## src/hw/rtl/power_law_audio_compressor_unit_macros.svh

```systemverilog
// ----------------------------------------------------------------------------
// Assertion macros for the power law audio compressor
// Concurrent checks that build away to nothing in synthesis.
// ----------------------------------------------------------------------------
`ifndef POWER_LAW_AUDIO_COMPRESSOR_UNIT_MACROS_SVH
`define POWER_LAW_AUDIO_COMPRESSOR_UNIT_MACROS_SVH
`ifndef SYNTHESIS
`define PLAC_ASSERT(lbl, prop, msg) \
    lbl: assert property (@(posedge clk) disable iff (!rst_n) prop) else $error(msg);
`define PLAC_ASSERT_IMPLY(lbl, pre, post, msg) \
    lbl: assert property (@(posedge clk) disable iff (!rst_n) (pre) |-> (post)) else $error(msg);
`else
`define PLAC_ASSERT(lbl, prop, msg)
`define PLAC_ASSERT_IMPLY(lbl, pre, post, msg)
`endif
`endif

```

## src/hw/rtl/plac_pkg.sv

```systemverilog
// ----------------------------------------------------------------------------
// plac_pkg
// Types, register indexes and constant tables of the compressor.
// ----------------------------------------------------------------------------
package plac_pkg;

    localparam int CFG_IDX_W  = 2;
    localparam int CFG_DATA_W = 24;

    localparam logic [CFG_IDX_W-1:0] CFG_DRY_MIX       = 2'd0;
    localparam logic [CFG_IDX_W-1:0] CFG_GAIN_EXPONENT = 2'd1;
    localparam logic [CFG_IDX_W-1:0] CFG_DECAY_COEFF   = 2'd2;

    localparam logic [15:0]        DRY_MIX_RST       = 16'd0;
    localparam logic signed [15:0] GAIN_EXPONENT_RST = -16'sd819;
    localparam logic [23:0]        DECAY_COEFF_RST   = 24'd1522;

    localparam logic [15:0] DRY_FULL  = 16'd32768;
    localparam logic [31:0] MANT_ONE  = 32'h4000_0000;
    localparam logic [31:0] GAIN_UNIT = 32'h0001_0000;
    localparam logic [31:0] GAIN_SAT  = 32'hFFFF_FFFF;
    localparam int          LOG_STEPS = 16;

    typedef enum logic [3:0] {
        ST_IDLE,
        ST_NORM,
        ST_LOG,
        ST_YMUL,
        ST_YCAP,
        ST_EXP,
        ST_GAIN,
        ST_WET,
        ST_DMUL,
        ST_HMUL,
        ST_LMUL,
        ST_MIX,
        ST_OUT
    } plac_state_t;

    typedef logic [LOG_STEPS-1:0][31:0] root_tab_t;

    function automatic logic [63:0] isqrt64(logic [63:0] v_in);
        logic [63:0] v;
        logic [63:0] r;
        logic [63:0] b;
        v = v_in;
        r = 64'd0;
        b = 64'h4000_0000_0000_0000;
        for (int n = 0; n < 32; n++)
        begin
            if (b > v)
                b = b >> 2;
        end
        for (int n = 0; n < 32; n++)
        begin
            if (b != 64'd0)
            begin
                if (v >= r + b)
                begin
                    v = v - (r + b);
                    r = (r >> 1) + b;
                end
                else
                    r = r >> 1;
                b = b >> 2;
            end
        end
        return r;
    endfunction

    // root[i] = 2^(2^-(i+1)) in Q1.30
    function automatic root_tab_t build_roots();
        root_tab_t t;
        t[0] = 32'(isqrt64(64'h1 << 61));
        for (int i = 1; i < LOG_STEPS; i++)
            t[i] = 32'(isqrt64(64'({t[i-1], 30'b0})));
        return t;
    endfunction

    localparam root_tab_t ROOT_TAB = build_roots();

endpackage

```

## src/hw/rtl/power_law_audio_compressor_unit.sv

```systemverilog
// ----------------------------------------------------------------------------
// power_law_audio_compressor_unit
// Peak envelope compressor: gain = envelope^exponent, dry/wet mix, clip flag.
// ----------------------------------------------------------------------------
//  channel | direction | handshake            | payload
//  in      | input     | in_valid / in_stall   | in_sample
//  out     | output    | out_valid / out_stall | out_sample, clipped
//  cfg     | input     | cfg_we                | cfg_index, cfg_data
//
//  A word goes from accept to output through the leading-zero shift, the
//  squaring log2 loop and the root product exp2 loop, then 9 multiply, gain
//  and mix steps, all on one shared 33x33 signed multiplier. A zero envelope
//  skips the shift, log2 and exp2 and sets the gain at accept.
//  in_stall is high while a word is in work; a held output stops the last step.
//  Reset clears the envelope and loads the register defaults.
// ----------------------------------------------------------------------------
`include "power_law_audio_compressor_unit_macros.svh"

module power_law_audio_compressor_unit #(
    parameter int SAMPLE_BITS   = 16,
    parameter int ENV_FRAC_BITS = 24
) (
    input  logic                             clk,
    input  logic                             rst_n,
    input  logic                             in_valid,
    output logic                             in_stall,
    input  logic signed [SAMPLE_BITS-1:0]    in_sample,
    output logic                             out_valid,
    input  logic                             out_stall,
    output logic signed [SAMPLE_BITS-1:0]    out_sample,
    output logic                             clipped,
    input  logic                             cfg_we,
    input  logic [plac_pkg::CFG_IDX_W-1:0]   cfg_index,
    input  logic [plac_pkg::CFG_DATA_W-1:0]  cfg_data
);
    import plac_pkg::*;

    localparam int SB  = SAMPLE_BITS;
    localparam int EF  = ENV_FRAC_BITS;
    localparam int EW  = EF + 1;
    localparam int MW  = (EW + 1 > 33) ? ((EW + 1 > SB) ? EW + 1 : SB)
                                       : ((SB > 33) ? SB : 33);
    localparam int PW  = 2 * MW;
    localparam int AW  = SB + 32;
    localparam int WW  = SB + 17;
    localparam int CW  = $clog2(EF + 1);
    localparam int ITW = 5;

    localparam logic [EW-1:0]        ENV_FULL = {1'b1, {EF{1'b0}}};
    localparam logic signed [WW-1:0] SMAX = {{18{1'b0}}, {(SB-1){1'b1}}};
    localparam logic signed [WW-1:0] SMIN = {{18{1'b1}}, {(SB-1){1'b0}}};

    plac_state_t state_reg, state_next;

    logic [15:0]               dry_reg, dry_next;
    logic signed [15:0]        gexp_reg, gexp_next;
    logic [23:0]               decay_reg, decay_next;
    logic [EW-1:0]             env_reg, env_next;
    logic signed [SB-1:0]      s_reg, s_next;
    logic [EW-1:0]             nv_reg, nv_next;
    logic [CW-1:0]             cnt_reg, cnt_next;
    logic [ITW-1:0]            i_reg, i_next;
    logic [30:0]               m_reg, m_next;
    logic [15:0]               frac_reg, frac_next;
    logic signed [11:0]        k_reg, k_next;
    logic [15:0]               f_reg, f_next;
    logic [31:0]               mant_reg, mant_next;
    logic [31:0]               gain_reg, gain_next;
    logic                      sat_reg, sat_next;
    logic signed [WW-1:0]      wet_reg, wet_next;
    logic signed [AW-1:0]      acc_reg, acc_next;
    logic signed [PW-1:0]      p_reg;
    logic signed [SB-1:0]      out_sample_reg, out_sample_next;
    logic                      clipped_reg, clipped_next;
    logic                      out_valid_reg, out_valid_next;

    logic                      mul_en;
    logic signed [MW-1:0]      mul_a, mul_b;
    logic signed [PW-1:0]      prod;

    logic                      in_acc;
    logic                      out_free;
    logic [SB-1:0]             mag;
    logic [SB+EF-1:0]          mag_cat;
    logic [EW-1:0]             mag_sc;
    logic [EW-1:0]             env_new;
    logic [EW+30:0]            nv_cat;
    logic [31:0]               sq;
    logic [30:0]               sq_n;
    logic [30:0]               cur_m;
    logic [31:0]               cur_mant;
    logic [CW:0]               neg_cnt;
    logic signed [12:0]        rs;
    logic [15:0]               dry_sat;
    logic [15:0]               wet_share;
    logic signed [WW-1:0]      mix;

    assign in_acc   = in_valid && !in_stall;
    assign out_free = !out_valid_reg || !out_stall;
    assign in_stall = (state_reg != ST_IDLE);
    assign out_valid  = out_valid_reg;
    assign out_sample = out_sample_reg;
    assign clipped    = clipped_reg;

    assign mag     = in_sample[SB-1] ? (~in_sample + 1'b1) : in_sample;
    assign mag_cat = {mag, {EF{1'b0}}};
    assign mag_sc  = mag_cat[SB-1 +: EW];
    assign env_new = (mag_sc > env_reg) ? mag_sc : env_reg;

    assign nv_cat  = {nv_reg, 31'b0};
    assign sq      = p_reg[61:30];
    assign sq_n    = sq[31] ? sq[31:1] : sq[30:0];
    assign cur_m   = (i_reg == '0) ? m_reg : sq_n;
    assign cur_mant = (i_reg == '0) ? MANT_ONE : (f_reg[15] ? p_reg[61:30] : mant_reg);
    assign neg_cnt = (CW+1)'(0) - (CW+1)'(cnt_reg);
    assign rs      = 13'sd14 - 13'(k_reg);
    assign dry_sat = (dry_reg > DRY_FULL) ? DRY_FULL : dry_reg;
    assign wet_share = DRY_FULL - dry_sat;
    assign mix     = $signed(acc_reg[AW-1:15]);

    assign prod = PW'(mul_a) * PW'(mul_b);

    always_comb
    begin
        state_next = state_reg;
        dry_next   = dry_reg;
        gexp_next  = gexp_reg;
        decay_next = decay_reg;
        env_next   = env_reg;
        s_next     = s_reg;
        nv_next    = nv_reg;
        cnt_next   = cnt_reg;
        i_next     = i_reg;
        m_next     = m_reg;
        frac_next  = frac_reg;
        k_next     = k_reg;
        f_next     = f_reg;
        mant_next  = mant_reg;
        gain_next  = gain_reg;
        sat_next   = sat_reg;
        wet_next   = wet_reg;
        acc_next   = acc_reg;
        out_sample_next = out_sample_reg;
        clipped_next    = clipped_reg;
        out_valid_next  = out_valid_reg && out_stall;
        mul_en = 1'b0;
        mul_a  = '0;
        mul_b  = '0;

        if (cfg_we)
        begin
            unique case (cfg_index)
                CFG_DRY_MIX:       dry_next   = cfg_data[15:0];
                CFG_GAIN_EXPONENT: gexp_next  = $signed(cfg_data[15:0]);
                CFG_DECAY_COEFF:   decay_next = cfg_data;
                default:           ;
            endcase
        end

        unique case (state_reg)
            ST_IDLE:
            begin
                if (in_acc)
                begin
                    s_next   = in_sample;
                    env_next = env_new;
                    nv_next  = env_new;
                    cnt_next = '0;
                    sat_next = 1'b0;
                    if (env_new == '0)
                    begin
                        if (gexp_reg < 0)
                        begin
                            gain_next = GAIN_SAT;
                            sat_next  = 1'b1;
                        end
                        else if (gexp_reg == 0)
                            gain_next = GAIN_UNIT;
                        else
                            gain_next = '0;
                        state_next = ST_WET;
                    end
                    else
                        state_next = ST_NORM;
                end
            end
            ST_NORM:
            begin
                if (nv_reg[EW-1])
                begin
                    m_next     = nv_cat[EW+30 -: 31];
                    i_next     = '0;
                    state_next = ST_LOG;
                end
                else if (nv_reg[EW-1 -: 4] == 4'b0)
                begin
                    nv_next  = nv_reg << 4;
                    cnt_next = cnt_reg + CW'(4);
                end
                else
                begin
                    nv_next  = nv_reg << 1;
                    cnt_next = cnt_reg + CW'(1);
                end
            end
            ST_LOG:
            begin
                if (i_reg == '0)
                    frac_next = '0;
                else
                    frac_next = {frac_reg[14:0], sq[31]};
                m_next = cur_m;
                if (i_reg == ITW'(LOG_STEPS))
                    state_next = ST_YMUL;
                else
                begin
                    mul_en = 1'b1;
                    mul_a  = MW'({1'b0, cur_m});
                    mul_b  = MW'({1'b0, cur_m});
                    i_next = i_reg + 1'b1;
                end
            end
            ST_YMUL:
            begin
                mul_en = 1'b1;
                mul_a  = MW'($signed({neg_cnt, frac_reg}));
                mul_b  = MW'(gexp_reg);
                state_next = ST_YCAP;
            end
            ST_YCAP:
            begin
                k_next = $signed(p_reg[39:28]);
                f_next = p_reg[27:12];
                i_next = '0;
                state_next = ST_EXP;
            end
            ST_EXP:
            begin
                mant_next = cur_mant;
                if (i_reg != '0)
                    f_next = f_reg << 1;
                if (i_reg == ITW'(LOG_STEPS))
                    state_next = ST_GAIN;
                else
                begin
                    mul_en = 1'b1;
                    mul_a  = MW'({1'b0, cur_mant});
                    mul_b  = MW'({1'b0, ROOT_TAB[i_reg[3:0]]});
                    i_next = i_reg + 1'b1;
                end
            end
            ST_GAIN:
            begin
                priority if (k_reg >= 12'sd16)
                begin
                    gain_next = GAIN_SAT;
                    sat_next  = 1'b1;
                end
                else if (k_reg == 12'sd15)
                    gain_next = mant_reg << 1;
                else if (k_reg == 12'sd14)
                    gain_next = mant_reg;
                else if (rs >= 13'sd32)
                    gain_next = '0;
                else
                    gain_next = mant_reg >> rs[4:0];
                state_next = ST_WET;
            end
            ST_WET:
            begin
                mul_en = 1'b1;
                mul_a  = MW'(s_reg);
                mul_b  = MW'({1'b0, gain_reg});
                state_next = ST_DMUL;
            end
            ST_DMUL:
            begin
                wet_next = $signed(p_reg[SB+32:16]);
                mul_en = 1'b1;
                mul_a  = MW'(s_reg);
                mul_b  = MW'({1'b0, dry_sat});
                state_next = ST_HMUL;
            end
            ST_HMUL:
            begin
                acc_next = AW'(p_reg);
                mul_en = 1'b1;
                mul_a  = MW'({1'b0, wet_share});
                mul_b  = MW'($signed(wet_reg[WW-1:17]));
                state_next = ST_LMUL;
            end
            ST_LMUL:
            begin
                acc_next = acc_reg + (AW'(p_reg) <<< 17);
                mul_en = 1'b1;
                mul_a  = MW'({1'b0, wet_share});
                mul_b  = MW'({1'b0, wet_reg[16:0]});
                state_next = ST_MIX;
            end
            ST_MIX:
            begin
                acc_next = acc_reg + AW'(p_reg);
                mul_en = 1'b1;
                mul_a  = MW'({1'b0, env_reg});
                mul_b  = MW'({1'b0, decay_reg});
                state_next = ST_OUT;
            end
            ST_OUT:
            begin
                if (out_free)
                begin
                    priority if (mix > SMAX)
                    begin
                        out_sample_next = SMAX[SB-1:0];
                        clipped_next    = 1'b1;
                    end
                    else if (mix < SMIN)
                    begin
                        out_sample_next = SMIN[SB-1:0];
                        clipped_next    = 1'b1;
                    end
                    else
                    begin
                        out_sample_next = mix[SB-1:0];
                        clipped_next    = sat_reg;
                    end
                    out_valid_next = 1'b1;
                    env_next   = env_reg - p_reg[24 +: EW];
                    state_next = ST_IDLE;
                end
            end
            default: state_next = ST_IDLE;
        endcase
    end

    always_ff @(posedge clk or negedge rst_n)
    begin
        if (!rst_n)
        begin
            state_reg     <= ST_IDLE;
            dry_reg       <= DRY_MIX_RST;
            gexp_reg      <= GAIN_EXPONENT_RST;
            decay_reg     <= DECAY_COEFF_RST;
            env_reg       <= '0;
            out_valid_reg <= 1'b0;
        end
        else
        begin
            state_reg     <= state_next;
            dry_reg       <= dry_next;
            gexp_reg      <= gexp_next;
            decay_reg     <= decay_next;
            env_reg       <= env_next;
            out_valid_reg <= out_valid_next;
        end
    end

    always_ff @(posedge clk)
    begin
        s_reg    <= s_next;
        nv_reg   <= nv_next;
        cnt_reg  <= cnt_next;
        i_reg    <= i_next;
        m_reg    <= m_next;
        frac_reg <= frac_next;
        k_reg    <= k_next;
        f_reg    <= f_next;
        mant_reg <= mant_next;
        gain_reg <= gain_next;
        sat_reg  <= sat_next;
        wet_reg  <= wet_next;
        acc_reg  <= acc_next;
        out_sample_reg <= out_sample_next;
        clipped_reg    <= clipped_next;
        if (mul_en)
            p_reg <= prod;
    end

    `PLAC_ASSERT_IMPLY(a_env_full, 1'b1, env_reg <= ENV_FULL, "envelope above full scale")
    `PLAC_ASSERT_IMPLY(a_norm_nonzero, state_reg == ST_NORM, nv_reg != '0, "normalize on zero")
    `PLAC_ASSERT_IMPLY(a_norm_cnt, state_reg == ST_NORM, cnt_reg <= CW'(EF), "shift count overrun")
    `PLAC_ASSERT(a_accept_busy, in_acc |=> state_reg != ST_IDLE, "accepted word not in work")
    `PLAC_ASSERT(a_out_src, $rose(out_valid) |-> $past(state_reg) == ST_OUT, "stray output word")

endmodule

```

## config.mk

```make
export PLATFORM = sky130hd
export DESIGN_NAME = power_law_audio_compressor_unit
export DESIGN_NICKNAME = d
export VERILOG_FILES = /design/src/hw/rtl/plac_pkg.sv /design/src/hw/rtl/power_law_audio_compressor_unit.sv
export VERILOG_INCLUDE_DIRS = /design/src /design/src/hw/rtl
export SDC_FILE = /design/constraint.sdc
export NUM_CORES = 2
export LEC_CHECK = 0
export ABC_AREA = 1
export BUFFER_PORTS_ARGS = -buffer_cell sky130_fd_sc_hd__buf_2
export CORE_MARGIN = 3
export CORE_UTILIZATION = 30
export DETAILED_ROUTE_END_ITERATION = 8
export REMOVE_ABC_BUFFERS = 1
export SETUP_SLACK_MARGIN = 0.4
export SLEW_MARGIN = 10
export SYNTH_ARGS = -nofsm -noshare
export SYNTH_HDL_FRONTEND = slang
export SYNTH_SLANG_ARGS = --single-unit
```

## constraint.sdc

```tcl
create_clock -name clk -period 9.2 [get_ports clk]
set_clock_uncertainty 0.2 [all_clocks]
set_input_delay 0 -clock clk [delete_from_list [all_inputs] [get_ports clk]]
set_output_delay 0 -clock clk [all_outputs]
set_load 0.02 [all_outputs]
```

==> impl_metrics.py <==
metrics = {
    "clocking": {
        "cts.sink_count": 466,
        "clkTransAtPathRegs_ns": 0.06,
        "htree_levels": 2,
        "clockBufferDepth": 3,
        "tritoncts": "yes",
        "clkLatencyLatePin_ns": 0.66,
        "numCtsBuffers": 57,
        "root_buffer": "clkbuf_16",
    },
    "finish": {
        "final_common_cell": "nand2_1",
        "fin_cells": 12300,
        "fill_cells": 22700,
        "drive_gt1_share_pct": 20.3,
        "layout_common_cells": "nand2_1 (1891), inv_1 (1561), fa_1 (1039), buf_4 (849), nor2_1 (530)",
        "largest_reg_flops": 62,
        "area_delta_synth_final_pct": 25.7,
        "seq_area_um2": 13300,
        "nNetsFinal": 10800,
        "multi_input_area_um2": 50000,
    },
    "route": {
        "wl_per_cell_um": 22.9,
        "wl_um": 282000,
        "vias_per_cell": 5.07,
        "antenna_left": 0,
        "vias": 62400,
        "firstDrtPassIters": 6,
        "drcViolationCount": 0,
        "drtIter0Drc": 5750,
    },
    "placement": {
        "dp_hpwl_um": 231000,
        "gp_congestion": 0.992,
        "port-buffer-count": 65,
        "place_inst": 12000,
    },
    "global_route": {
        "grt_max_degree": 63,
        "antenna_found_initial": 9,
        "grt_pass1_vias": 63700,
        "grtUsageTotal_pct": 23.4,
        "grt_pass1_wl_um": 414000,
        "gr-total-overflow": 0,
    },
    "synthesis": {
        "ys_seq_area_share_pct": 19.4,
        "synth_cell_types": 81,
        "syn_area_per_cell_um2": 8.20,
        "async_flop_share_pct": 18.5,
        "ys_ff_latch": 466,
        "syn_area_um2": 68600,
        "synth_ff_type": "edfxtp_1",
        "synth-edff-count": 351,
        "ys.warnings.count": 0,
        "syn_inst": 8370,
    },
    "worst_hold_path": {
        "worstHoldPathType": "in -> reg",
        "min_from": "cfg_data[11]",
    },
    "sta": {
        "fin_crit_sh_pct": 99.2,
        "max_freq_mhz": 110,
        "final-hold-violation-count": 0,
        "drv_slew": 0,
        "final-setup-viol-count": 0,
        "rsz0062_at_grt": "yes",
        "worstMarginPinSlew_ns": 1.21,
        "period_needed_ns": 9.12,
        "maxSlewHeadroom_pct": 18.8,
    },
    "die": {
        "core_um2": 226000,
        "die_w_um": 484,
        "die-area_um2": 235000,
        "die_h_um": 484,
        "rows": 174,
        "io_pins": 66,
        "initial_core_util_pct": 30.3,
    },
    "critical_path": {
        "crit_type": "reg -> reg",
        "required_ns": 9.39,
        "crit_slowest_cell": "fa_2",
        "cp_data_arrival_time_ns": 9.31,
        "cp-end-kind": "flip-flop",
        "crit_fanout": 4,
        "critPathLaunch": "i_reg[1]$_DFFE_PP_",
        "max_stage_delay_ns": 0.61,
        "worst_setup_path_start_kind": "flip-flop",
        "r2r-start": "i_reg[1]$_DFFE_PP_",
    },
    "flow_run": {
        "maxCapViolations": 0,
    },
    "outcome": {
        "status": "complete, no violations",
    },
}
through the flow:
stage / setup TNS [ns] / instance area, um^2 / utilization, % / hold WS (ns) / setup slack (ns)
floorplan: -16.14 / 67000 / - / -0.496 / -0.916
global placement: -33.56 / 79100 / 35.0 / -0.145 / -1.16
detailed placement: -31.30 / 79100 / 35.0 / -0.138 / -1.10
CTS: 0 / 83600 / 37.0 / 0.0108 / 0.00873
global route: -1.67 / 86300 / 38.1 / 0.0414 / -0.151
finish: 0 / 86300 / 38.1 / 0.0545 / 0.0774
cells in the mapped netlist, drive strengths merged, types with 3 or more instances:
library cell / instances / area (um^2)
o22ai: 36 / 225
nand3b: 10 / 78.8
a32o: 3 / 30.0
a22oi: 3 / 22.5
nor3: 53 / 317
a221oi: 14 / 146
o2111ai: 7 / 61.3
a2111oi: 12 / 205
o21a: 15 / 113
dfrtp: 68 / 1700
and3: 6 / 37.5
buf: 210 / 1110
a31oi: 42 / 278
a211oi: 11 / 82.6
mux2i: 6 / 60.1
nand2: 1996 / 7600
o221ai: 8 / 70.1
clkbuf: 127 / 477
a21oi: 472 / 2400
ha: 344 / 4300
edfxtp: 351 / 10500
o311ai: 3 / 26.3
nand4: 41 / 263
nand3: 223 / 1150
o21ai: 448 / 2270
inv: 1694 / 6360
a21boi: 14 / 105
dfxtp: 29 / 581
nor2: 633 / 2440
a22o: 21 / 184
fa: 1103 / 22100
a21o: 29 / 218
nor4: 30 / 285
o21bai: 28 / 210
o211ai: 104 / 786
xnor2: 38 / 333
xor2: 76 / 666
dfstp: 18 / 473
o31ai: 7 / 52.6
or2: 20 / 125
metal layers:
layer,vias up,routed length (um),global-route usage (%)
li1,27900,-,-
met5,-,65,0
met2,2713,128000,37.3
met4,10,16100,10.8
met3,533,23000,3.67
met1,31300,116000,31.3
path summary, 6_finish.rpt:
| check | endpoint | slack [ns] | depth (start not counted) |
|---|---|---|---|
| worst max-delay path | p_reg[56]$_DFFE_PP_ | 0.08 | 44 |
| worst min-delay path | gexp_reg[11]$_DFFE_PN1P_ | 0.05 | 4 |
| worst max register to register | p_reg[56]$_DFFE_PP_ | 0.08 | 44 |
| worst min register to register | decay_reg[12]$_DFFE_PN0P_ | 0.29 | 2 |
| max in group asynchronous | state_reg[0]$_DFFE_PN0P_ | 7.58 | 4 |
| min in group asynchronous | gexp_reg[15]$_DFFE_PN1P_ | 0.39 | 3 |
what timing repair did:
| action | CTS | global route |
|---|---|---|
| resized for setup | 302 | 500 |
| hold endpoints to repair | 201 | 0 |
| pin swaps | 111 | 235 |
| hold buffers | 70 | 0 |
| cloned | 3 | 5 |
| setup buffers | 58 | 80 |
| setup endpoints to repair | 48 | 45 |
cells by family (layout without fill, tap and decap cells):
logic type                 count (synthesis)  after routing  synth area share (%)
and+or+nand+nor                         3018           3018                  18.0
xor gates and xnor gates                 114            114                  1.46
muxes                                      8              8                 0.120
buffers and inverters                   2032           2982                  11.6
other                                      0              2                     0
adders and majority gates               1447           1447                  38.5
DFF                                      466            466                  19.4
AOI/OAI and AO/OA                       1285           1285                  11.0
layout make-up:
| type | instances | area share [%] |
|---|---|---|
| Multi-Input combinational cell | 5872 | 58.0 |
| Sequential cell | 466 | 15.4 |
| Timing Repair Buffer | 1181 | 12.6 |
| Inverter | 1695 | 7.45 |
| Tap cell | 2992 | 4.34 |
| Clock buffer | 78 | 1.89 |
| Clock inverter | 28 | 0.355 |
| Antenna cell | 2 | 0.00580 |
worst max-delay path, delay by kind of cell (launching register included):
kind,cells,cell delay (ns)
AOI/OAI and AO/OA,4,0.47
xor gates and xnor gates,1,0.14
adders and majority gates,10,4.73
buffers and inverters,15,1.50
DFF,1,0.40
and+or+nand+nor,14,1.38
Power is left out: the tool's default activity adds up to more than one toggle a clock period on the data nets, which glitch-free logic cannot reach.
